[config.mk]
export PLATFORM = sky130hd
export DESIGN_NAME = fsc_isqrt
export DESIGN_NICKNAME = d
export VERILOG_FILES = /design/src/rtl/core/fsc_pkg.sv /design/src/rtl/core/fsc_isqrt.sv
export SDC_FILE = /design/constraint.sdc
export NUM_CORES = 1
export LEC_CHECK = 0
export ABC_AREA = 1
export BUFFER_PORTS_ARGS = -buffer_cell sky130_fd_sc_hd__clkbuf_2
export CORE_UTILIZATION = 59
export DETAILED_ROUTE_END_ITERATION = 10
export PLACE_DENSITY = 0.78
export SLEW_MARGIN = 20
export SYNTH_ARGS = -nofsm -noshare
export SYNTH_HDL_FRONTEND = slang
export SYNTH_SLANG_ARGS = --single-unit
export TNS_END_PERCENT = 50
[constraint.sdc]
create_clock -name clock -period 4 [get_ports clock]
set_clock_uncertainty 0.1 [all_clocks]
set_input_delay 0.2 -clock clock [delete_from_list [all_inputs] [get_ports clock]]
set_output_delay 0.2 -clock clock [all_outputs]
set_load 0.02 [all_outputs]
[src/rtl/core/fsc_pkg.sv]
package fsc_pkg;

   localparam int MAX_PLANES   = 8;
   localparam int PLANE_WORDS  = MAX_PLANES * 4;
   localparam int MAT_WORDS    = 16;
   localparam int BUILD_PLANES = 6;

   localparam int PL_AW  = $clog2(PLANE_WORDS);
   localparam int MAT_AW = $clog2(MAT_WORDS);
   localparam int PIDX_W = $clog2(MAX_PLANES);
   localparam int CNT_W  = $clog2(MAX_PLANES + 1);

   localparam int RAD_W  = 64;
   localparam int ROOT_W = 32;
   localparam int DVD_W  = 48;

   localparam logic [2:0] FN_LOAD_MATRIX = 3'd0;
   localparam logic [2:0] FN_LOAD_PLANE  = 3'd1;
   localparam logic [2:0] FN_BUILD       = 3'd2;
   localparam logic [2:0] FN_COMMIT      = 3'd3;
   localparam logic [2:0] FN_TEST        = 3'd4;

   localparam logic [1:0] V_SETUP   = 2'd0;
   localparam logic [1:0] V_OUTSIDE = 2'd1;
   localparam logic [1:0] V_INSIDE  = 2'd2;
   localparam logic [1:0] V_CROSS   = 2'd3;

   typedef struct packed {
      logic [2:0]         func;
      logic [4:0]         slot;
      logic signed [31:0] value;
      logic [3:0]         plane_total;
      logic signed [31:0] center_x;
      logic signed [31:0] center_y;
      logic signed [31:0] center_z;
      logic [30:0]        radius;
   } req_type;

   typedef struct packed {
      logic [1:0] verdict;
      logic       degenerate;
   } rsp_type;

endpackage

[src/rtl/core/fsc_isqrt.sv]
module fsc_isqrt import fsc_pkg::*; (
   input  logic              clock,
   input  logic              reset,
   input  logic              start,
   input  logic [RAD_W-1:0]  radicand,
   output logic              done,
   output logic [ROOT_W-1:0] root
);

   logic              run_ff, run_in;
   logic              done_ff, done_in;
   logic [4:0]        cnt_ff, cnt_in;
   logic [RAD_W-1:0]  n_ff, n_in;
   logic [ROOT_W:0]   rem_ff, rem_in;
   logic [ROOT_W-1:0] root_ff, root_in;
   logic [ROOT_W+2:0] rem_sh;
   logic [ROOT_W+2:0] trial;

   always_comb begin
      run_in  = run_ff;
      done_in = 1'b0;
      cnt_in  = cnt_ff;
      n_in    = n_ff;
      rem_in  = rem_ff;
      root_in = root_ff;
      rem_sh  = {rem_ff, n_ff[RAD_W-1:RAD_W-2]};
      trial   = {1'b0, root_ff, 2'b01};
      if (start) begin
         run_in  = 1'b1;
         cnt_in  = '0;
         n_in    = radicand;
         rem_in  = '0;
         root_in = '0;
      end else if (run_ff) begin
         n_in = {n_ff[RAD_W-3:0], 2'b00};
         if (rem_sh >= trial) begin
            rem_in  = (ROOT_W+1)'(rem_sh - trial);
            root_in = {root_ff[ROOT_W-2:0], 1'b1};
         end else begin
            rem_in  = rem_sh[ROOT_W:0];
            root_in = {root_ff[ROOT_W-2:0], 1'b0};
         end
         cnt_in = cnt_ff + 5'd1;
         if (cnt_ff == 5'(ROOT_W - 1)) begin
            run_in  = 1'b0;
            done_in = 1'b1;
         end
      end
   end

   always_ff @(posedge clock) begin
      if (reset) begin
         run_ff  <= 1'b0;
         done_ff <= 1'b0;
      end else begin
         run_ff  <= run_in;
         done_ff <= done_in;
      end
      cnt_ff  <= cnt_in;
      n_ff    <= n_in;
      rem_ff  <= rem_in;
      root_ff <= root_in;
   end

   assign done = done_ff;
   assign root = root_ff;

endmodule

* Yosys cells after proc, flatten, opt, wreduce, memory -nomap -nowiden
Cells that the tools add are included.
Storage, ports and cells: logic and storage cells 21, register bits 136
Cells by class: bitwise operators 1, order comparisons 1, reduce and logical (&&, ||, !) cells 2, equality and inequality tests 1, muxes and demuxes 8, add/subtract/negate cells 2
Operators by type and width (count):
- 64-bit two-way mux | 2
- 35-bit by 34-bit greater-or-equal comparator with 1-bit output | 1
- 33-bit two-way mux | 1
- 33-bit subtractor | 1
- 5-bit by 1-bit adder with 5-bit output, second input constant | 1
- 5-bit == test, second input constant | 1
- 1-bit two-way mux | 5
- 3-bit OR reduction | 1
- 2-bit nonzero test | 1
- 1-bit inverter | 1

* Depth between registers and ports, before layout
depth in word-level cells 4, gate-level depth with buffers 17, gate-level depth less buffers 16

* Worst setup path after synthesis
No wires, ideal clock.
path kind input-to-reg, start point in start, end point reg n_ff[0] (enable), path buffers 2, library setup time 0.454 ns, arrival time 2.635 ns, stages on the path 4, required time 3.446 ns, setup slack 0.811 ns, path through clkbuf_1 -> nor2_1 -> clkinv_1 -> clkbuf_1
Between the ends: longest elaborated chain between the ends 1
Ends and longest elaborated chain:
- from (decl) | RTL line fsc_isqrt.sv:4 | input logic start,
- 2-bit nonzero test (no source line)
- to (signal assigned) | RTL line fsc_isqrt.sv:60 | n_ff <= n_in;
- to (decl) | RTL line fsc_isqrt.sv:13 | logic [RAD_W-1:0] n_ff, n_in;
No other way between the ends. A chain may end at the register's enable or synchronous reset.

* Final worst setup path
start point reg root_ff[20] (netlist: root[20]), end point reg rem_ff[28]
Between the ends: longest elaborated chain between the ends 2
Ends and longest elaborated chain:
- from (decl) | RTL line fsc_isqrt.sv:15 | logic [ROOT_W-1:0] root_ff, root_in;
- from (signal assigned) | RTL line fsc_isqrt.sv:62 | root_ff <= root_in;
- 33-bit subtractor or 35-bit by 34-bit greater-or-equal comparator with 1-bit output (tied branches) | RTL line fsc_isqrt.sv:37, fsc_isqrt.sv:36
- 33-bit two-way mux (*) | RTL line fsc_isqrt.sv:36 | if (rem_sh >= trial) begin
- to (signal assigned) | RTL line fsc_isqrt.sv:61 | rem_ff <= rem_in;
- to (decl) | RTL line fsc_isqrt.sv:14 | logic [ROOT_W:0] rem_ff, rem_in;
Every way passes the cells marked *; elsewhere a longest branch is shown, timed or not.

==> results.toml <==
[synthesis]
synth-seq-area-share_pct = 41.2
synth_edf_count = 64
yosysWarnings = 0
yosysUniqueCellTypes = 38
synthArstFlopShare_pct = 0
syn_inst = 1198
syn_avg_cell_area_sq_um = 6.81
synth_area_sq_um = 8160
synth_top_area_share_pct = 26.9
ys_ff_latch = 136
yosysTopAreaCell = "nand2_1"
synth-main-ff-cell = "dfxtp_1"
synth.top_cells.by_area = "nand2_1, edfxtp_1, dfxtp_1"
syn_nets = 1301

[sta]
worst_pin_slew_ps = 1010
finalSetupViolCount = 0
fin_crit_ps = 2820
rsz0062_at_grt = "false"
fmaxAchievable_mhz = 354
hold_viol_final = 0
fin_setup_tns_ps = 0
slew_headroom_pct = 32.4
timing.final.crit_share_pct = 70.6
slew_viol_final = 0

[clocking]
cts_tree = "done"
cts_resized = 0
cts.path.max_buffers = 2
h-tree-depth = 4
cts_made_buffers = 17
clock_sinks = 136
clk_pin_slew_ps = 60
worstSkewPairLatency_ps = 430
postCtsSetupBuffers = 0
postCtsHoldBufs = 65
cts_root_buf = "clkbuf_16"

[critical_path]
crit_slowest_cell = "ha_1"
cp-start-kind = "flip-flop"
regToRegEndpoint = "rem_ff[28]"
cpPeakStageDelay_ps = 370
crit_top_cell = "nand2_1"
r2r_cells = 16
crit_path_end_kind = "flip-flop"
regToRegStartpoint = "root[20]"
critPathRequiredTime_ps = 4220
r2r_slack_ps = 1180
worst-setup-path-type = "flip-flop to flip-flop"
cp.arrival_ps = 3040
path_cells = "inv_1 > ha_1 > nand2_1 > inv_1 > nand2_1 > nand2_1 > nand2_1 > nand2_1 > nand2_1 > nand2_1 > nor2_4 > nand2_8 > nand2_2 > nand2_1 > nand2_1 > nand2_1"
cp_max_fo = 34

[final_layout]
syn2layout_area_growth_pct = 23.0
post-route-util_pct = 75.2
drive_gt1_share_pct = 11.2
fillers = 1010
finalNetCount = 1457
n_antenna_cell = 0

[die]
initial_core_util_pct = 61.2
num_rows = 42
core_sq_um = 13300
fp.dieH_um = 120
dieWidth_um = 120
dieArea_sq_um = 14300
ioPinCount = 100

[power_and_ir_drop]
powerDensity_nw_per_um2 = 778
p_leak_nw = 5.37
peakVddDrop_mv = 0.531

[grt]
grt_pass1_wl_mm = 40.2
grt_usage_pct = 36.4
antenna_found_initial = 0
grt_max_degree = 65
grt_overflow_total = 0
grt_pass1_vias = 7947

[hold_path]
whs_endpoint = "rem_ff[31]"
hold_class = "flip-flop to flip-flop"
hold_depth = 2
hp-start = "rem_ff[31]"

[status]
outcome = "finished clean"

[place]
dp_hpwl_mm = 15.1
port_buffers = 99
gp_congestion = 0.951

[detailed_routing]
vias = 8190
wl_per_cell_um = 16.1
ant_nets = 0
drcViolationCount = 0
vias_per_cell = 5.31
wl_mm = 24.8
drtIter0Drc = 677
drt_pre_antenna_iters = 6

[run]
max_cap_violations = 0
## worst max path at each step
stage,startpoint,endpoint,slack (ps),depth (start not counted)
6_report,root[20],rem_ff[28],1180,16
5_1_grt,root[11],rem_ff[28],970,16
4_1_cts,root[20],rem_ff[28],1230,16
3_5_place_dp,root[19],rem_ff[28],1270,16
3_3_place_gp,root[20],rem_ff[25],1320,16
2_1_floorplan,start,n_ff[0],810,4
## per-layer routing
| layer | vias to the layer above | track usage [%] | wire length (um) |
|---|---|---|---|
| met5 | - | 0 | 0 |
| met4 | 0 | 12.3 | 549 |
| met3 | 52 | 7.37 | 1770 |
| met2 | 362 | 61.6 | 12000 |
| met1 | 3744 | 46.3 | 10500 |
| li1 | 4032 | - | - |
## synth_stat cells, drive strengths merged, types with 3 or more instances
master  number
dfxtp       72
ha          36
inv        177
a21oi       20
o21ai        3
nand2      588
xor2         6
clkbuf      23
nand4        5
xnor2        9
nand3b      20
buf         11
edfxtp      64
nor2        51
nand3       59
nor3         8
o22ai       31
and2         5
## metrics by stage
stage / cells / hold WS [ps] / total power, mW / instance area [sq um] / setup slack (ps)
floorplan: 1198 / 176 / 5.08 / 8160 / 811
global placement: 1446 / 292 / 6.00 / 8790 / 1320
detailed placement: 1446 / 302 / 6.02 / 8790 / 1270
CTS: 1543 / 362 / 7.72 / 10000 / 1230
global route: 1543 / 395 / 8.47 / 10000 / 969
finish: 1543 / 363 / 7.82 / 10000 / 1180
## sequential cells by signal (all words and copies together), names as in the netlist
| register | count |
|---|---|
| n_ff | 64 |
| rem_ff | 33 |
| root | 32 |
| cnt_ff | 5 |
| done | 1 |
| run_ff | 1 |
## placed cells by master (no fill, tap or decap), types with 2 or more instances in the layout
cell type,n
nand2_1,585
inv_1,175
clkbuf_2,99
dfxtp_1,72
dlygate4sd3_1,65
edfxtp_1,64
nand3_1,58
nor2_1,41
ha_1,36
o22ai_1,31
a21oi_1,20
nand3b_1,20
clkbuf_16,17
nor2_2,9
xnor2_1,9
nor3_1,8
xor2_1,6
buf_4,6
clkinv_1,5
and2_1,4
nand4_1,4
o21ai_0,3
bufinv_16,3
inv_6,3
and3_1,2
inv_2,2
clkinv_2,2
clkinv_4,2
## power by group
part / internal [mW] / switching (mW)
Combinational: 1.46 / 2.95
Clock: 0.982 / 0.667
Sequential: 1.65 / 0.111
## final cells by class
type | count | area, sq um | share of cell area [%]
repair buffers | 171 | 1210 | 12.1
clock inverters | 15 | 173 | 1.72
flip-flops and latches | 136 | 3360 | 33.5
clock buffers | 17 | 425 | 4.24
inverters | 179 | 673 | 6.70
well taps | 176 | 220 | 2.19
multi-input cells | 849 | 3980 | 39.6
## critical path: cells and delay by family (launching register included)
family / cells / cell delay [ps]
buffers and inverters: 2 / 140
and+or+nand+nor: 13 / 1720
adders and majority gates: 1 / 370
DFF: 1 / 360
## logic make-up after synthesis
family          Yosys count  synth area share (%)
simple gates            741                  37.5
compound gates           57                  4.08
buf+inv                 213                  10.1
flops                   136                  41.2
xor+xnor                 15                  1.61
fa+ha+maj                36                  5.52
(Power assumes the default switching activity.)
