===== src/rtl/core/fsc_ram.sv =====
module fsc_ram #(
   parameter int WIDTH = 32,
   parameter int DEPTH = 16
) (
   input  logic                     clock,
   input  logic                     wr_en,
   input  logic [$clog2(DEPTH)-1:0] wr_addr,
   input  logic [WIDTH-1:0]         wr_data,
   input  logic [$clog2(DEPTH)-1:0] rd_addr,
   output logic [WIDTH-1:0]         rd_data
);

   logic [WIDTH-1:0] mem_ff [DEPTH];
   logic [WIDTH-1:0] rd_data_ff;

   always_ff @(posedge clock) begin
      if (wr_en) begin
         mem_ff[wr_addr] <= wr_data;
      end
      rd_data_ff <= mem_ff[rd_addr];
   end

   assign rd_data = rd_data_ff;

endmodule


===== config.mk =====
export PLATFORM = sky130hd
export DESIGN_NAME = fsc_ram
export DESIGN_NICKNAME = d
export VERILOG_FILES = /design/src/rtl/core/fsc_ram.sv
export SDC_FILE = /design/constraint.sdc
export NUM_CORES = 1
export LEC_CHECK = 0
export BUFFER_PORTS_ARGS = -buffer_cell sky130_fd_sc_hd__buf_2
export CORE_MARGIN = 2
export CORE_UTILIZATION = 65
export DETAILED_ROUTE_END_ITERATION = 10
export GPL_ROUTABILITY_DRIVEN = 1
export PLACE_DENSITY_LB_ADDON = 0.08
export REMOVE_ABC_BUFFERS = 1
export SYNTH_ARGS = -nofsm -noshare
export SYNTH_HDL_FRONTEND = slang
export SYNTH_SLANG_ARGS = --single-unit

===== constraint.sdc =====
create_clock -name clock -period 5.4 [get_ports clock]
set_input_delay 0.27 -clock clock [delete_from_list [all_inputs] [get_ports clock]]
set_output_delay 0.27 -clock clock [all_outputs]
set_load 0.02 [all_outputs]

Word level (Yosys, flattened, before mapping)
Memory sizes are Yosys's and may differ from the RTL's. A register that Yosys moved wholly into a read port is not among the register bits. Index checks and enable logic that the tools add are counted.

Bitwise operators: 0. Reductions and logical operators: 0. Equality and inequality tests: 0. Mux-type cells: 2. Shift operators: 0. $add $sub $neg: 0. Multipliers: 0. Order comparisons: 0. Div/mod/pow operators: 0.

Operator list (number): 1-bit two-way mux (2).

Latch bits: 0. Logic and storage cells: 3. Memories: 1. Memory bits (writable): 512. Output and inout bits: 32. Register bits: 0. Input port bits: 42. ROM bits: 0.

Memory list: mem_ff (depth 16, width 32, rd ports 1, clocked after memory_dff 1, wr ports 1, line 13) `logic [WIDTH-1:0] mem_ff [DEPTH];`.

Logic depth before layout (Yosys ltp)
Gate-level depths: netlist of run 1.

Depth after elaboration: 2. Depth in mapped cells: 5. Mapped depth without buffers: 3.

Worst setup path after synthesis of run 1
OpenSTA, ideal clock, no wires.

Path type: input -> register. Start point: input port wr_addr[2]. End point: memory mem_ff[0][0], enable pin. Stages on the path: 2. Arrival time: 2.988 ns. Setup slack: 1.950 ns. Buffers on the path: 0. Library setup time: 0.461 ns. Data required time: 4.939 ns. Path through: or3b_2 nor3_1.

RTL lines: start: declaration (line 7) `input logic [$clog2(DEPTH)-1:0] wr_addr,`; end: declaration (line 13).

Straight into the memory's write port.

==> metrics, run 1 <==
global routing's busiest layer=met2; RSZ-0062 raised after global routing=no; sequential share of the synthesized area=80.7%; clock sinks=544; DPL Wire Length=19300 µm; Highest Clock Rate=0.495 GHz; Crit path required time=5.84 ns; met2 Track Usage GR=46.4%; Routed wire per std cell=28.7 µm; routed vias=8905; die width=179 µm; Core Util, Final=75.1%; total gr overflow=0; area occupied by registers=16000 µm²; Seq cells post-synth=544; Post-CTS Resized=0; vias in the first global route=9476; Final Worst Setup Slack=3.38 ns; critical path type=primary input to register; Distinct cells, synth=18; leakage=7.23 nW; number of fill cells=1568; CTS tree=done; # rows=63; clock skew=0.0208 ns; die area=32000 µm²; Cell Area, Synth=19900 µm²; number of CTS-inserted buffers=51; Tightest Hold Check Type=primary input to register; initial antenna violation count=2; Setup TNS Final=0 ns; drt total wl=39600 µm; GP Congestion=0.722; antenna viol nets, final=0; fin area=22400 µm²; commonest non-fill, non-tap cell in the layout=edfxtp_1; Multi-input gate area=3750 µm²; Area Growth Syn to Fin=12.9%; Post-Syn Instances=838; Compound-Gate Fraction of Synth Area=2.42%; number of H-tree levels=2; core area=29900 µm²; vias per std cell=6.47; post-synthesis mux area share=14.5%; WP data arrival=2.46 ns; top-area cell type share of the netlist area=77.4%; Final Hold Violating Endpoints=0; Pins Over Slew Limit=0; simple-gate area share of the yosys netlist=1.27%; post-synth top area cell=edfxtp_1; largest net degree at the start of global routing=82; Worst Tran Pin Value=1.02 ns; clk buf depth=3; Avg Inst Size Synth=23.7 µm²; crit end category=register; GRT Util Overall=26.1%; Max Cap Violations=0; drt drc=0; met1 Use GR=34.4%; DIE HEIGHT=179 µm; first-pass GRT wire length=58400 µm; IR Drop Worst-Case VDD=282 µV; power density cells=381 nW/µm²; Post-CTS Hold Fix Bufs=0; fin crit period=2.02 ns; dpl ws=2.77 ns; worst rel slew slack=32.3%; clock slew at reported path FFs=0.06 ns; XOR/XNOR Fraction of Synth Area=0%; io pins=74; Adder-Cell Fraction of Synth Area=0%; CTS root buffer=clkbuf_16; largest family of logic cells by synthesized area=multiplexers; maximum fanout along the worst path=81; Synth warnings=0; initial detailed-routing violation count=972; Post-CTS Setup Inserts=0; ratio of final minimum period to clock period=37.4%; commonest cells after routing, fill and taps aside=edfxtp_1, mux4_2, buf_2, a22oi_1, clkbuf_16; antenna cells=0; final-report setup violation count=0; status=complete, no violations; effective utilization at floorplan=66.5%; placed inst area=20800 µm²; layout cell share with drive strength beyond 1=31.9%; Initial DRT Pass Iterations=7; # nets final=987; grt met3 use=3.77%; worst-skew pair later-pin latency=0.56 ns; Synth area leaders=edfxtp_1, mux4_2, dfxtp_1; crit start category=primary input; port bufs=73
==> path summary, 6_finish.rpt <==
| path | cells past startpoint | end | start | slack, ns |
|---|---|---|---|---|
| hold reg to reg | 3 | rd_data[9]$_DFF_P_ | mem_ff[12][9]$_DFFE_PP_ | 0.67 |
| setup / recovery | 5 | rd_data[4]$_DFF_P_ | rd_addr[0] | 3.38 |
| setup reg to reg | 3 | rd_data[15]$_DFF_P_ | mem_ff[2][15]$_DFFE_PP_ | 4.07 |
| hold / removal | 1 | mem_ff[2][28]$_DFFE_PP_ | wr_data[28] | 0.08 |
==> state kept, by name, indices dropped and copies added, names as in the netlist <==
register	cells
rd_data	32
mem_ff	512
==> per-stage QoR <==
| step | cells | hold slack [ns] | power [W] |
|---|---|---|---|
| final | 1377 | 0.0777 | 0.00855 |
| after global routing | 1377 | 0.0722 | 0.00881 |
| after CTS | 1377 | 0.0511 | 0.00860 |
| after detailed placement | 1282 | 0.638 | 0.00527 |
| after global placement | 1282 | 0.609 | 0.00524 |
| after floorplan | 795 | 0.369 | 0.00505 |
==> logic make-up after synthesis <==
group,Yosys count
buffers and inverters,43
multiplexers,128
AND/OR/NAND/NOR,59
AO/OA/AOI/OAI,64
flip-flops,544
==> synthesized netlist by cell type, drive strengths merged <==
master	n
edfxtp	512
mux4	128
a22oi	64
nand2	33
dfxtp	32
buf	26
clkbuf	17
nor2	13
nor3	4
nand2b	2
nand3b	2
nor2b	2
and2	1
nand3	1
or3b	1
==> layout make-up <==
cell class / instances / share of cell area, %
Multi-Input combinational cell: 251 / 16.7
Clock buffer: 76 / 6.43
Clock inverter: 19 / 0.720
Timing Repair Buffer: 97 / 2.54
Sequential cell: 544 / 71.4
Tap cell: 390 / 2.18
==> where the power goes <==
part,internal (W),switching [W]
Sequential,0.00472,0.0000284
Clock,0.00194,0.00143
Combinational,0.000166,0.000259
==> per-layer routing <==
metal  share of wire [%]  vias to the layer above
met5               0.058                        -
met4                 1.9                        4
met3                 6.3                       63
met2                  54                      324
met1                  38                     4726
li1                    -                     3788
==> worst max-delay path, cell delays in order <==
cell,delay (ns)
clkbuf_8,0.73
buf_12,0.41
mux4_2,0.58
a22oi_1,0.25
nand2_1,0.09
Power figures use the tool's default switching activity.
==> run 2, diff against run 1 <==
--- a/config.mk
+++ b/config.mk
@@ -7,7 +7,7 @@
 export LEC_CHECK = 0
 export BUFFER_PORTS_ARGS = -buffer_cell sky130_fd_sc_hd__buf_2
 export CORE_MARGIN = 2
-export CORE_UTILIZATION = 65
+export CORE_UTILIZATION = 55
 export DETAILED_ROUTE_END_ITERATION = 10
 export GPL_ROUTABILITY_DRIVEN = 1
 export PLACE_DENSITY_LB_ADDON = 0.08
==> constraint.sdc (replaced) <==
create_clock -name clock -period 1.63 [get_ports clock]
set_input_delay 0.0815 -clock clock [delete_from_list [all_inputs] [get_ports clock]]
set_output_delay 0.0815 -clock clock [all_outputs]
set_load 0.02 [all_outputs]
==> metrics, run 2 (same netlist as run 1, synthesis figures left out) <==
status=complete, no violations; Area Growth Syn to Fin=18.7%; commonest cells after routing, fill and taps aside=edfxtp_1, mux4_2, buf_2, a22oi_1, clkbuf_16; Post-CTS Setup Inserts=0 (unchanged); vias per std cell=6.08 (-6.0%); die width=194 µm (+8.5%); Initial DRT Pass Iterations=5 (-2); clock sinks=544 (unchanged); FF-to-FF Start=mem_ff[2][11]$_DFFE_PP_; crit start category=register; Crit path required time=2.09 ns (-3.75 ns); R2R Setup Slk=0.28 ns (-3.79 ns); Sw Pwr=0.00590 W (+240%); Net Sw Frac=20.2% (+0.050 points); crit path to=rd_data[11]$_DFF_P_; Pins Over Slew Limit=0 (unchanged); GP Congestion=0.713 (-1.2%); total gr overflow=0 (unchanged); routed vias=9188 (+3.2%); initial antenna violation count=1 (-1); maximum fanout along the worst path=1 (-99%); worst-skew pair later-pin latency=0.58 ns (+0.02 ns); CTS root buffer=clkbuf_16; Worst Tran Pin Value=0.829 ns (-0.187 ns); drt total wl=41600 µm (+5.1%); critical path type=register to register; Sequential Power Share=53.8% (-1.7 points); Pwr Total=0.0293 W (+240%); crit end category=register; Critical Path Source=mem_ff[2][11]$_DFFE_PP_; clock skew=0.0216 ns (+0.000767 ns); commonest non-fill, non-tap cell in the layout=edfxtp_1; Highest Clock Rate=0.742 GHz; global routing's busiest layer=met2; final-report setup violation count=0 (unchanged); Largest register FFs=512 (unchanged); internal power=0.0234 W (+240%); # nets final=1050 (+6.4%); ratio of final minimum period to clock period=82.7%; antenna cells=0 (unchanged); die area=37600 µm² (+18%); grt met3 use=4.14% (+0.37 points); GRT Util Overall=22.7% (-3.4 points); clk buf depth=3 (unchanged); first-pass GRT wire length=61900 µm (+5.8%); drt drc=0 (unchanged); largest net degree at the start of global routing=33 (-60%); effective utilization at floorplan=55.8% (-11 points); reg-to-reg critical path endpoint=rd_data[11]$_DFF_P_; power density cells=1240 nW/µm² (+230%); IR Drop Worst-Case VDD=1050 µV (+270%); Top reg by flops=mem_ff; antenna viol nets, final=0 (unchanged); Max Cap Violations=0 (unchanged); DPL Wire Length=22900 µm (+19%); placed inst area=21500 µm² (+3.5%); met2 Track Usage GR=37.0% (-9.4 points); port bufs=73 (unchanged); Logic pwr share=5.5% (+0.5 points); number of H-tree levels=2 (unchanged); WP data arrival=1.81 ns (-0.65 ns); met1 Use GR=32.5% (-1.9 points); initial detailed-routing violation count=890 (-8.4%); fin area=23600 µm² (+5.1%); vias in the first global route=9786 (+3.3%); CTS tree=done; core area=35600 µm² (+19%); io pins=74 (unchanged); clock slew at reported path FFs=0.06 ns (about the same); Tightest Hold Check Type=primary input to register; fin crit period=1.35 ns; clock share of power=40.7% (+1.2 points); RSZ-0062 raised after global routing=no; # rows=69 (+9.5%); Final Hold Violating Endpoints=0 (unchanged); number of CTS-inserted buffers=53 (+3.9%); reg2reg path depth=3 (unchanged); layout cell share with drive strength beyond 1=33.5% (+1.6 points); leakage=7.68 nW (+6.2%); Routed wire per std cell=27.5 µm (-4.3%); worst rel slew slack=44.6% (+12 points); DIE HEIGHT=194 µm (+8.5%)
-- run 2: cell count changes in the layout (fill, tap and decap cells not counted), moves of 3 or more --
cell           before  now
buf_12              1   34
buf_4              24   20
bufinv_16           2    6
clkbuf_1           19   16
clkbuf_8            6    3
clkinv_2            6   13
dlygate4sd3_1       0   32
-- run 2: area by class of cell --
| cell class | count | area, µm² |
|---|---|---|
| repair buffers | 158 | 1520 |
| fillers | 2320 | 12000 |
| multi-input cells | 251 | 3750 |
| well taps | 461 | 577 |
| flip-flops and latches | 544 | 16000 |
| clock buffers | 71 | 1410 |
| clock inverters | 26 | 284 |
-- run 2: timing repair --
item / in CTS / in global routing
hold buffers: 32 / 0
setup endpoints to repair: 0 / 0
gates resized for setup: 0 / 0
hold endpoints to repair: 512 / 0
-- run 2: critical path, stage by stage, from the launching register on --
cell and delay, ns:
edfxtp_1 0.41, mux4_2 0.50, a22oi_1 0.23, nand2_1 0.09
-- run 2: how the worst min path moves through the flow --
stage | from | to | slack (ns) | cells past startpoint
floorplan | wr_data[0] | mem_ff[0][0]$_DFFE_PP_ | 0.18 | 0
global placement | wr_data[30] | mem_ff[8][30]$_DFFE_PP_ | 0.43 | 1
detailed placement | wr_data[30] | mem_ff[8][30]$_DFFE_PP_ | 0.46 | 1
CTS | rd_addr[2] | rd_data[1]$_DFF_P_ | 0.12 | 5
global route | rd_addr[2] | rd_data[28]$_DFF_P_ | 0.15 | 5
finish | rd_addr[2] | rd_data[28]$_DFF_P_ | 0.15 | 5
-- run 2: stage by stage --
| stage | instances | setup WS [ns] | TNS (ns) | hold slack, ns | utilization, % |
|---|---|---|---|---|---|
| detailed placement | 1382 | -0.00274 | -0.0278 | 0.460 | 60.6 |
| global route | 1511 | 0.253 | 0 | 0.150 | 66.2 |
| global placement | 1382 | 0.00502 | 0 | 0.430 | 60.6 |
| finish | 1511 | 0.282 | 0 | 0.151 | 66.2 |
| floorplan | 795 | -1.63 | -375.09 | 0.180 | - |
| CTS | 1511 | 0.268 | 0 | 0.117 | 66.2 |
-- run 2: routing by layer --
layer	vias to the layer above	wire length (µm)
met4	2	683
met5	-	13
met3	53	2480
met1	4903	17700
met2	311	20600
li1	3919	-
-- run 2: power by group through the flow --
stage / clock [W] / combinational [W] / sequential, W
finish: 0.0119 / 0.00162 / 0.0157
global route: 0.0127 / 0.00174 / 0.0158
floorplan: 0 / 0.000602 / 0.0161
global placement: 0 / 0.00152 / 0.0160
CTS: 0.0121 / 0.00165 / 0.0157
detailed placement: 0 / 0.00158 / 0.0160
