<file path="config.mk">
export PLATFORM = sky130hd
export DESIGN_NAME = fsc_divider
export DESIGN_NICKNAME = d
export VERILOG_FILES = /design/src/rtl/core/fsc_pkg.sv /design/src/rtl/core/fsc_divider.sv
export SDC_FILE = /design/constraint.sdc
export NUM_CORES = 1
export LEC_CHECK = 0
export ABC_AREA = 0
export BUFFER_PORTS_ARGS = -buffer_cell sky130_fd_sc_hd__buf_4
export CAP_MARGIN = 20
export CORE_AREA = 2 2 81 161
export CTS_CLUSTER_SIZE = 30
export DETAILED_ROUTE_END_ITERATION = 10
export DIE_AREA = 0 0 83 163
export GPL_ROUTABILITY_DRIVEN = 0
export HOLD_SLACK_MARGIN = 0.06
export PLACE_DENSITY = 0.86
export SLEW_MARGIN = 20
export SYNTH_ARGS = -nofsm -noshare
export SYNTH_HDL_FRONTEND = slang
export SYNTH_SLANG_ARGS = --single-unit
</file>
<file path="constraint.sdc">
create_clock -name clock -period 3.7 [get_ports clock]
set_input_delay 0.185 -clock clock [delete_from_list [all_inputs] [get_ports clock]]
set_output_delay 0.185 -clock clock [all_outputs]
set_load 0.005 [all_outputs]
</file>
<file path="src/rtl/core/fsc_pkg.sv">
package fsc_pkg;

   localparam int MAX_PLANES   = 8;
   localparam int PLANE_WORDS  = MAX_PLANES * 4;
   localparam int MAT_WORDS    = 16;
   localparam int BUILD_PLANES = 6;

   localparam int PL_AW  = $clog2(PLANE_WORDS);
   localparam int MAT_AW = $clog2(MAT_WORDS);
   localparam int PIDX_W = $clog2(MAX_PLANES);
   localparam int CNT_W  = $clog2(MAX_PLANES + 1);

   localparam int RAD_W  = 64;
   localparam int ROOT_W = 32;
   localparam int DVD_W  = 48;

   localparam logic [2:0] FN_LOAD_MATRIX = 3'd0;
   localparam logic [2:0] FN_LOAD_PLANE  = 3'd1;
   localparam logic [2:0] FN_BUILD       = 3'd2;
   localparam logic [2:0] FN_COMMIT      = 3'd3;
   localparam logic [2:0] FN_TEST        = 3'd4;

   localparam logic [1:0] V_SETUP   = 2'd0;
   localparam logic [1:0] V_OUTSIDE = 2'd1;
   localparam logic [1:0] V_INSIDE  = 2'd2;
   localparam logic [1:0] V_CROSS   = 2'd3;

   typedef struct packed {
      logic [2:0]         func;
      logic [4:0]         slot;
      logic signed [31:0] value;
      logic [3:0]         plane_total;
      logic signed [31:0] center_x;
      logic signed [31:0] center_y;
      logic signed [31:0] center_z;
      logic [30:0]        radius;
   } req_type;

   typedef struct packed {
      logic [1:0] verdict;
      logic       degenerate;
   } rsp_type;

endpackage

</file>
<file path="src/rtl/core/fsc_divider.sv">
module fsc_divider import fsc_pkg::*; (
   input  logic              clock,
   input  logic              reset,
   input  logic              start,
   input  logic [DVD_W-1:0]  dividend,
   input  logic [ROOT_W-1:0] divisor,
   output logic              done,
   output logic [DVD_W-1:0]  quotient
);

   logic              run_ff, run_in;
   logic              done_ff, done_in;
   logic [5:0]        cnt_ff, cnt_in;
   logic [DVD_W-1:0]  dvd_ff, dvd_in;
   logic [ROOT_W-1:0] dsr_ff, dsr_in;
   logic [ROOT_W-1:0] rem_ff, rem_in;
   logic [ROOT_W:0]   rem_sh;

   always_comb begin
      run_in  = run_ff;
      done_in = 1'b0;
      cnt_in  = cnt_ff;
      dvd_in  = dvd_ff;
      dsr_in  = dsr_ff;
      rem_in  = rem_ff;
      rem_sh  = {rem_ff, dvd_ff[DVD_W-1]};
      if (start) begin
         run_in = 1'b1;
         cnt_in = '0;
         dvd_in = dividend;
         dsr_in = divisor;
         rem_in = '0;
      end else if (run_ff) begin
         if (rem_sh >= {1'b0, dsr_ff}) begin
            rem_in = ROOT_W'(rem_sh - {1'b0, dsr_ff});
            dvd_in = {dvd_ff[DVD_W-2:0], 1'b1};
         end else begin
            rem_in = rem_sh[ROOT_W-1:0];
            dvd_in = {dvd_ff[DVD_W-2:0], 1'b0};
         end
         cnt_in = cnt_ff + 6'd1;
         if (cnt_ff == 6'(DVD_W - 1)) begin
            run_in  = 1'b0;
            done_in = 1'b1;
         end
      end
   end

   always_ff @(posedge clock) begin
      if (reset) begin
         run_ff  <= 1'b0;
         done_ff <= 1'b0;
      end else begin
         run_ff  <= run_in;
         done_ff <= done_in;
      end
      cnt_ff <= cnt_in;
      dvd_ff <= dvd_in;
      dsr_ff <= dsr_in;
      rem_ff <= rem_in;
   end

   assign done     = done_ff;
   assign quotient = dvd_ff;

endmodule

</file>
# After elaboration in Yosys (flattened, before gate mapping)

Index checks and enable logic that the tools add are counted.

Register bits: 120
Input bits: 83
Logic and storage cells: 21

Equality and inequality tests: 1
Add/sub/neg operators: 2
Reductions and logical operators: 2
Muxes and demuxes: 8
Bitwise operators: 1
$lt $le $gt $ge: 1

Operators by type and width:

| operator            | count |
|---|---|
| $mux 48             | 2 |
| $ge 33x32->1        | 1 |
| $mux 32             | 1 |
| $sub 32x32->32      | 1 |
| $add 6x1->6 const B | 1 |
| $eq 6x6->1 const B  | 1 |
| $mux 1              | 5 |
| $reduce_or 3->1     | 1 |
| $reduce_bool 2->1   | 1 |
| $not 1->1           | 1 |

# Longest topological paths before layout

Gate-level depths: netlist of the first run.

Depth in word-level cells: 4
Depth in mapped cells: 13
Gate-level depth less buffers: 11

# Least setup slack after synthesis of the first run

No wires, ideal clock.

Path type: flip-flop to flip-flop
Start: reg dsr_ff[1]
End: reg dvd_ff[0], in the netlist quotient[0] (data pin)
Buffers on the path: 2
Slack: 991 ps
Setup time: 271 ps
Required time: 3429 ps
Stages on the path, launching flop included: 12
Data arrival time: 2438 ps
Cell sequence: edfxtp_1 inv_1 ha_1 nor2b_1 o31a_1 o31ai_2 a31oi_4 a211oi_4 or2_1 buf_4 buf_2 o21ai_0

Word-level cells in the longest chain between the ends: 4

Ends and longest elaborated chain:

| item                   | RTL line          | text |
|---|---|---|
| start, declared        | fsc_divider.sv:15 | `logic [ROOT_W-1:0] dsr_ff, dsr_in;` |
| start signal, assigned | fsc_divider.sv:59 | `dsr_ff <= dsr_in;` |
| $ge 33x32->1           | fsc_divider.sv:34 | `if (rem_sh >= {1'b0, dsr_ff}) begin` |
| $mux 1                 | fsc_divider.sv:34 |  |
| $mux 48                | fsc_divider.sv:33 | `end else if (run_ff) begin` |
| $mux 48                | fsc_divider.sv:27 | `if (start) begin` |
| named net dvd_in[0]    | fsc_divider.sv:14 | `logic [DVD_W-1:0] dvd_ff, dvd_in;` |
| end signal, assigned   | fsc_divider.sv:58 | `dvd_ff <= dvd_in;` |
| end, declared          | fsc_divider.sv:14 |  |

The timed path passes the listed nets, and every way through them passes these cells. The select of a mux whose other input is x is not followed.
A chain may end at the register's enable or synchronous reset.

# Final worst setup path of the first run

Start: reg dvd_ff[47], in the netlist quotient[47]
End: reg rem_ff[30]

Word-level cells in the longest chain between the ends: 2
Elaborated cells on any way between the ends: 3
Those cells by class: add/sub (1); order compare (1); mux (1)

Ends and longest elaborated chain:

| item                                                  | RTL line                             | text |
|---|---|---|
| $sub 32x32->32 / $ge 33x32->1 (equally long branches) | fsc_divider.sv:35, fsc_divider.sv:34 |  |
| $mux 32 *                                             | fsc_divider.sv:34                    |  |
| end signal, assigned                                  | fsc_divider.sv:60                    | `rem_ff <= rem_in;` |
| end, declared                                         | fsc_divider.sv:16                    | `logic [ROOT_W-1:0] rem_ff, rem_in;` |

Every way passes the cells marked *; elsewhere a longest branch is shown, timed or not.

==> results of run 1 <==
[cells by family after synthesis]
kind of cell / after synthesis / synth area share [%]
AOI/OAI and AO/OA: 144 / 15.91
buffers and inverters: 77 / 4.698
DFF: 120 / 48.30
and+or+nand+nor: 172 / 12.02
muxes: 51 / 8.585
adders and majority gates: 34 / 6.528
xor gates and xnor gates: 30 / 3.962
[cells in the final DEF (no fill, tap or decap), types with 5 or more instances in the layout]
cell type      count
nor3_1            11
o21ai_0           30
edfxtp_1          80
nor2b_1            7
inv_6              7
xnor2_1           21
a311oi_2           8
o21bai_1           5
buf_4            140
nand4_1            9
inv_1             46
ha_1              33
clkbuf_16         17
a21o_1             9
nand2_1           68
a31oi_1            5
xor2_1             9
dlygate4sd3_1     36
o211ai_1           9
mux2_2            47
a311oi_1           9
nand3_1            9
nor2_1            43
a21oi_1           34
dfxtp_1           40
a32oi_1            5
[final cells by class]
cell class	count	area share, %
inverter	47	2.037
tap	150	2.167
sequential	120	36.98
timing repair buffer	176	16.30
clock buffer	17	4.912
multi-input combinational	431	35.99
clock inverter	15	1.618
[worst max path at each step]
stage | startpoint | to | cells past startpoint
floorplan | dsr_ff[1]$_DFFE_PP_ | quotient[0]$_DFFE_PP_ | 11
global placement | dsr_ff[1]$_DFFE_PP_ | rem_ff[19]$_SDFFE_PP0P_ | 11
detailed placement | dsr_ff[1]$_DFFE_PP_ | rem_ff[19]$_SDFFE_PP0P_ | 11
CTS | dsr_ff[1]$_DFFE_PP_ | rem_ff[19]$_SDFFE_PP0P_ | 11
global route | dsr_ff[1]$_DFFE_PP_ | rem_ff[19]$_SDFFE_PP0P_ | 11
finish | quotient[47]$_DFFE_PP_ | rem_ff[30]$_SDFFE_PP0P_ | 11
[metal layers]
metal / up-vias / track usage, % / routed length, um
met5: - / 0 / 0
met4: 0 / 11.70 / 647
met3: 51 / 5.018 / 894
met2: 225 / 39.41 / 7976
met1: 2565 / 27.79 / 6294
li1: 2634 / - / -
[sequential cells by signal, summed over array words and instances (netlist names)]
name and count:
cnt_ff 6, rem_ff 32, quotient 48, dsr_ff 32, run_ff 1, done 1
[where the power goes]
part / total (mW) / internal, mW / leakage [nW] / switching [mW]
Sequential: 1.61 / 1.55 / 1.12 / 0.0598
Clock: 1.57 / 0.935 / 0.269 / 0.636
Combinational: 0.678 / 0.344 / 2.18 / 0.334
[critical path: stages, from the launching register on]
cell and delay [ns]:
edfxtp_1 0.47, inv_1 0.10, ha_1 0.19, fa_1 0.23, nor2b_1 0.07, o2111ai_1 0.31
a21oi_1 0.17, nor4b_1 0.62, o21ai_0 0.38, and2_1 0.28, a311oi_1 0.39, o21ai_0 0.14
[metrics by stage]
step / instances / cell area (sq um) / total power [mW] / hold slack (ns)
floorplan: 628 / 6631 / 2.021 / 0.2574
global placement: 888 / 7735 / 2.255 / 0.3557
detailed placement: 888 / 7735 / 2.278 / 0.3643
CTS: 953 / 8631 / 3.876 / 0.06325
global route: 956 / 8661 / 4.021 / 0.06252
finish: 956 / 8661 / 3.863 / 0.07361
==> impl_metrics.ini, run 1 <==
[outcome]
status = finished clean

[floorplan]
die_w_um = 83
dieArea_sq_um = 13530
placementRows = 58
io_pins = 132
start_util_pct = 53.44
die_h_um = 163
core_area_sq_um = 12410

[logic_synthesis]
ys_top_cells_by_area = edfxtp_1 36%, dfxtp_1 12%, mux2_2 8.0%
synth_ff_type = edfxtp_1
synth.top_cell.area_share_pct = 36.23
synth_top_area_cell = edfxtp_1
syn_avg_cell_area_sq_um = 10.56
ys_top_cells_by_count = 80 x edfxtp_1, 68 x nand2_1, 47 x inv_1, 47 x mux2_2, 43 x nor2_1
synth_edf_count = 80
synth.most_common_cell = edfxtp_1
ys_seq_area_share_pct = 48.30
ys_ff_latch = 120
synth_warnings = 0
ys_types = 65
netlist_instances = 628
synth_area_sq_um = 6631
async_reset_ff_share_pct = 0
syn-num-nets = 745

[place]
dp_slack_ns = 0.3088
port-buffer-count = 131
dp_hpwl_um = 11200

[worst_hold_path]
min-delay-start = dividend[40]
hold_depth = 2
min_to = quotient[40]$_DFFE_PP_
hold_path_class = in -> reg

[setup_path]
cp-start-kind = register
regToRegStartpoint = quotient[47]$_DFFE_PP_
arrival_ns = 3.76
rrSetupSlack_ns = 0.23
r2r_end = rem_ff[30]$_SDFFE_PP0P_
reg2reg_depth = 11
crit_required_ns = 3.99
critPathMaxFanout = 3
crit_path_end_kind = register
crit_type = reg -> reg

[clock_tree]
hold_buffers = 33
clkTransAtPathRegs_ns = 0.06
numCtsBuffers = 17
cts.sinks = 120
cts_resized = 0
cts_tree = built
ctsLongestPathBuffers = 2
cts-htree-levels = 4
insertion_delay_ns = 0.41
cts_setup_buffers = 0
cts_root_buffer = clkbuf_16

[global_route]
gr-usage-all-layers_pct = 23.27
grt_pass1_vias = 5361
grt_overflow = 0
grt_max_degree = 49
grt_pass1_wl_um = 25380
antenna_found_initial = 0

[finish]
final_core_util_pct = 69.79
multiInputGateArea_sq_um = 3117
fillers = 934
area_growth_pct = 30.60
fin_nets = 910
layout-drive-gt1-share_pct = 29.40
antenna_cells = 0
seq_area_sq_um = 3203

[route]
wl_um = 15810
vias = 5475
drc = 0
drt_iter0_markers = 355
wire_per_inst_um = 16.54
first_pass_iters = 5
via_per_inst = 5.727
ant_nets = 0

[pwr]
power_density_nw_per_um2 = 446.1
p_leak_nw = 3.570
vdd_drop_max_mv = 0.3689

[sta]
period_share_pct = 93.86
fin_ws_ns = 0.2271
clock_skew_ns = 0.006422
tns_ns = 0
finalSetupViolCount = 0
rsz0062_at_grt = false
fin_crit_ns = 3.473
slew_headroom_pct = 43.35
timing.fmax_mhz = 287.9
hold_viol_final = 0
worstMarginPinSlew_ns = 0.8472
slew_violations = 0

[flow_run]
cap_violations = 0
Note: power is estimated with default switching activity, not from simulation.
==> inputs of run 2 (changes only) <==
--- a/config.mk
+++ b/config.mk
@@ -5,16 +5,16 @@
 export SDC_FILE = /design/constraint.sdc
 export NUM_CORES = 1
 export LEC_CHECK = 0
-export ABC_AREA = 0
+export ABC_AREA = 1
 export BUFFER_PORTS_ARGS = -buffer_cell sky130_fd_sc_hd__buf_4
 export CAP_MARGIN = 20
-export CORE_AREA = 2 2 81 161
+export CORE_AREA = 8 8 92 177
 export CTS_CLUSTER_SIZE = 30
 export DETAILED_ROUTE_END_ITERATION = 10
-export DIE_AREA = 0 0 83 163
+export DIE_AREA = 0 0 100 185
 export GPL_ROUTABILITY_DRIVEN = 0
 export HOLD_SLACK_MARGIN = 0.06
-export PLACE_DENSITY = 0.86
+export PLACE_DENSITY_LB_ADDON = 0.1
 export SLEW_MARGIN = 20
 export SYNTH_ARGS = -nofsm -noshare
 export SYNTH_HDL_FRONTEND = slang
==> run 2 against run 1 <==
Combinational power decreased by 23%. Via count increased by 32%. Clock power increased by 7%. Register-to-register slack improved by 0.88 ns. Sequential power about the same. Critical endpoint is now rem_ff[27]$_SDFFE_PP0P_. Largest power group is now clock.
==> impl_metrics.ini, run 2 <==
[clock_tree]
cts_tree = built
ctsLongestPathBuffers = 2
cts-htree-levels = 4
clkTransAtPathRegs_ns = 0.06
cts_setup_buffers = 0
cts.sinks = 120
insertion_delay_ns = 0.43
numCtsBuffers = 17
cts_root_buffer = clkbuf_16

[route]
drc = 0
wire_per_inst_um = 14.08
drt_iter0_markers = 424
first_pass_iters = 5
wl_um = 20750
ant_nets = 0
via_per_inst = 4.910
vias = 7238

[pwr]
power_density_nw_per_um2 = 377.1
vdd_drop_max_mv = 0.3798
finalPower_mw = 3.778
p_leak_nw = 5.227

[setup_path]
rrSetupSlack_ns = 1.11
crit_path_end_kind = register
cp-start-kind = register
regToRegStartpoint = dsr_ff[24]$_DFFE_PP_
arrival_ns = 2.91
r2r_end = rem_ff[27]$_SDFFE_PP0P_
reg2reg_depth = 15
crit_required_ns = 4.02
critPathMaxFanout = 18
crit_type = reg -> reg

[finish]
fin_nets = 1386
final_cell_mix = 457 x nand2_1, 173 x inv_1, 138 x buf_4, 83 x nand3_1, 80 x edfxtp_1
largest_register_ffs = 48
final_core_util_pct = 70.96
antenna_cells = 0
area_growth_pct = 33.70
layout-drive-gt1-share_pct = 14.90
final_common_cell = nand2_1

[logic_synthesis]
synth.top_cell.area_share_pct = 32.06
ys_seq_area_share_pct = 42.75
synth_warnings = 0
ys_top_cells_by_area = edfxtp_1 32%, nand2_1 23%, dfxtp_1 11%
netlist_instances = 1059
ys_types = 36
ys_top_cells_by_count = 457 x nand2_1, 175 x inv_1, 83 x nand3_1
async_reset_ff_share_pct = 0
synth_area_sq_um = 7493
synth_ff_type = edfxtp_1
syn-num-nets = 1176
ys_ff_latch = 120
syn_avg_cell_area_sq_um = 7.076
synth.most_common_cell = nand2_1
synth_edf_count = 80
synth_top_area_cell = edfxtp_1

[sta]
rsz0062_at_grt = false
finalSetupViolCount = 0
clock_skew_ns = 0.005971
timing.fmax_mhz = 385.6
worstMarginPinSlew_ns = 1.018
fin_crit_ns = 2.594
period_share_pct = 70.10
holdWs_ns = 0.07318
fin_ws_ns = 1.106
slew_headroom_pct = 31.71
tns_ns = 0
hold_viol_final = 0
slew_violations = 0

[place]
port-buffer-count = 131
dp_slack_ns = 1.152
dp_hpwl_um = 14710

[global_route]
grt_max_degree = 63
gr-usage-all-layers_pct = 23.07
antenna_found_initial = 0
grt_overflow = 0
grt_pass1_vias = 7258
grt_pass1_wl_um = 33910

[floorplan]
die_h_um = 185
io_pins = 132
die_w_um = 100
placementRows = 62
core_area_sq_um = 14120
start_util_pct = 53.08
dieArea_sq_um = 18500

[outcome]
status = finished clean

[flow_run]
cap_violations = 0

[worst_hold_path]
min-delay-start = dividend[4]
min_to = quotient[4]$_DFFE_PP_
hold_path_class = in -> reg
hold_depth = 3
==> run 2: cell count changes in the layout (fill, tap and decap cells not counted), sizes merged, moves of 14 or more <==
cell and delta:
inv +127, mux2 -47, nand3 +75, dlygate4sd3 +43, nand2 +397, nand3b +14
a311oi -17, o21ai -15
==> run 2: worst max path at each step <==
stage / from / end
after floorplan: start / quotient[0]$_DFFE_PP_
after global placement: dsr_ff[23]$_DFFE_PP_ / rem_ff[27]$_SDFFE_PP0P_
after detailed placement: dsr_ff[23]$_DFFE_PP_ / rem_ff[27]$_SDFFE_PP0P_
after CTS: dsr_ff[24]$_DFFE_PP_ / rem_ff[27]$_SDFFE_PP0P_
after global routing: dsr_ff[6]$_DFFE_PP_ / rem_ff[0]$_SDFFE_PP0P_
final: dsr_ff[24]$_DFFE_PP_ / rem_ff[27]$_SDFFE_PP0P_
==> run 2: area by class of cell <==
type,count,area (sq um)
multi-input cells,732,3472
flip-flops and latches,120,3203
clock buffers,20,456.7
clock inverters,12,140.1
fillers,1170,4100
inverters,181,679.4
repair buffers,217,1827
well taps,192,240.2
==> run 2: routing by layer <==
| metal | routed length, um | global-route usage, % | up-vias | share of wire (%) |
|---|---|---|---|---|
| met3 | 1020 | 4.970 | 55 | 4.9 |
| met1 | 8231 | 25.84 | 3273 | 40 |
| met2 | 10680 | 39.70 | 189 | 51 |
| met5 | 0 | 0 | - | 0 |
| li1 | - | - | 3721 | - |
| met4 | 817 | 12.32 | 0 | 3.9 |
==> run 2: power by group <==
part	leakage, nW	switching [mW]	internal, mW
Sequential	1.13	0.0415	1.54
Clock	0.292	0.641	1.03
Combinational	3.81	0.266	0.257
Total	5.23	0.949	2.83
==> run 2: critical path, cell delays in order (launching register included) <==
cell,delay [ns]
edfxtp_1,0.33
inv_1,0.04
ha_1,0.38
nand2_1,0.11
nand2_1,0.11
a21oi_2,0.16
nand2_1,0.09
nand2_1,0.07
nand2_1,0.08
nor2_4,0.40
buf_4,0.33
nand3_1,0.10
nand2_1,0.09
clkinv_1,0.09
nand2_1,0.06
nand2_1,0.04
==> run 2: cell families after synthesis <==
kind of cell    synth area share (%)
compound gates                 3.423
xor+xnor                       1.636
fa+ha+maj                      5.777
buf+inv                        10.92
flops                          42.75
simple gates                   35.50
==> run 2: per-stage QoR <==
step           instance area [sq um]  instances
2_1_floorplan                   7493       1059
3_3_place_gp                    8631       1363
3_5_place_dp                    8631       1363
4_1_cts                        10020       1474
5_1_grt                        10020       1474
6_report                       10020       1474
==> run 2: timing repair <==
action	in CTS	in global routing
resized for setup	0	0
hold buffers	79	0
hold endpoints to repair	80	0
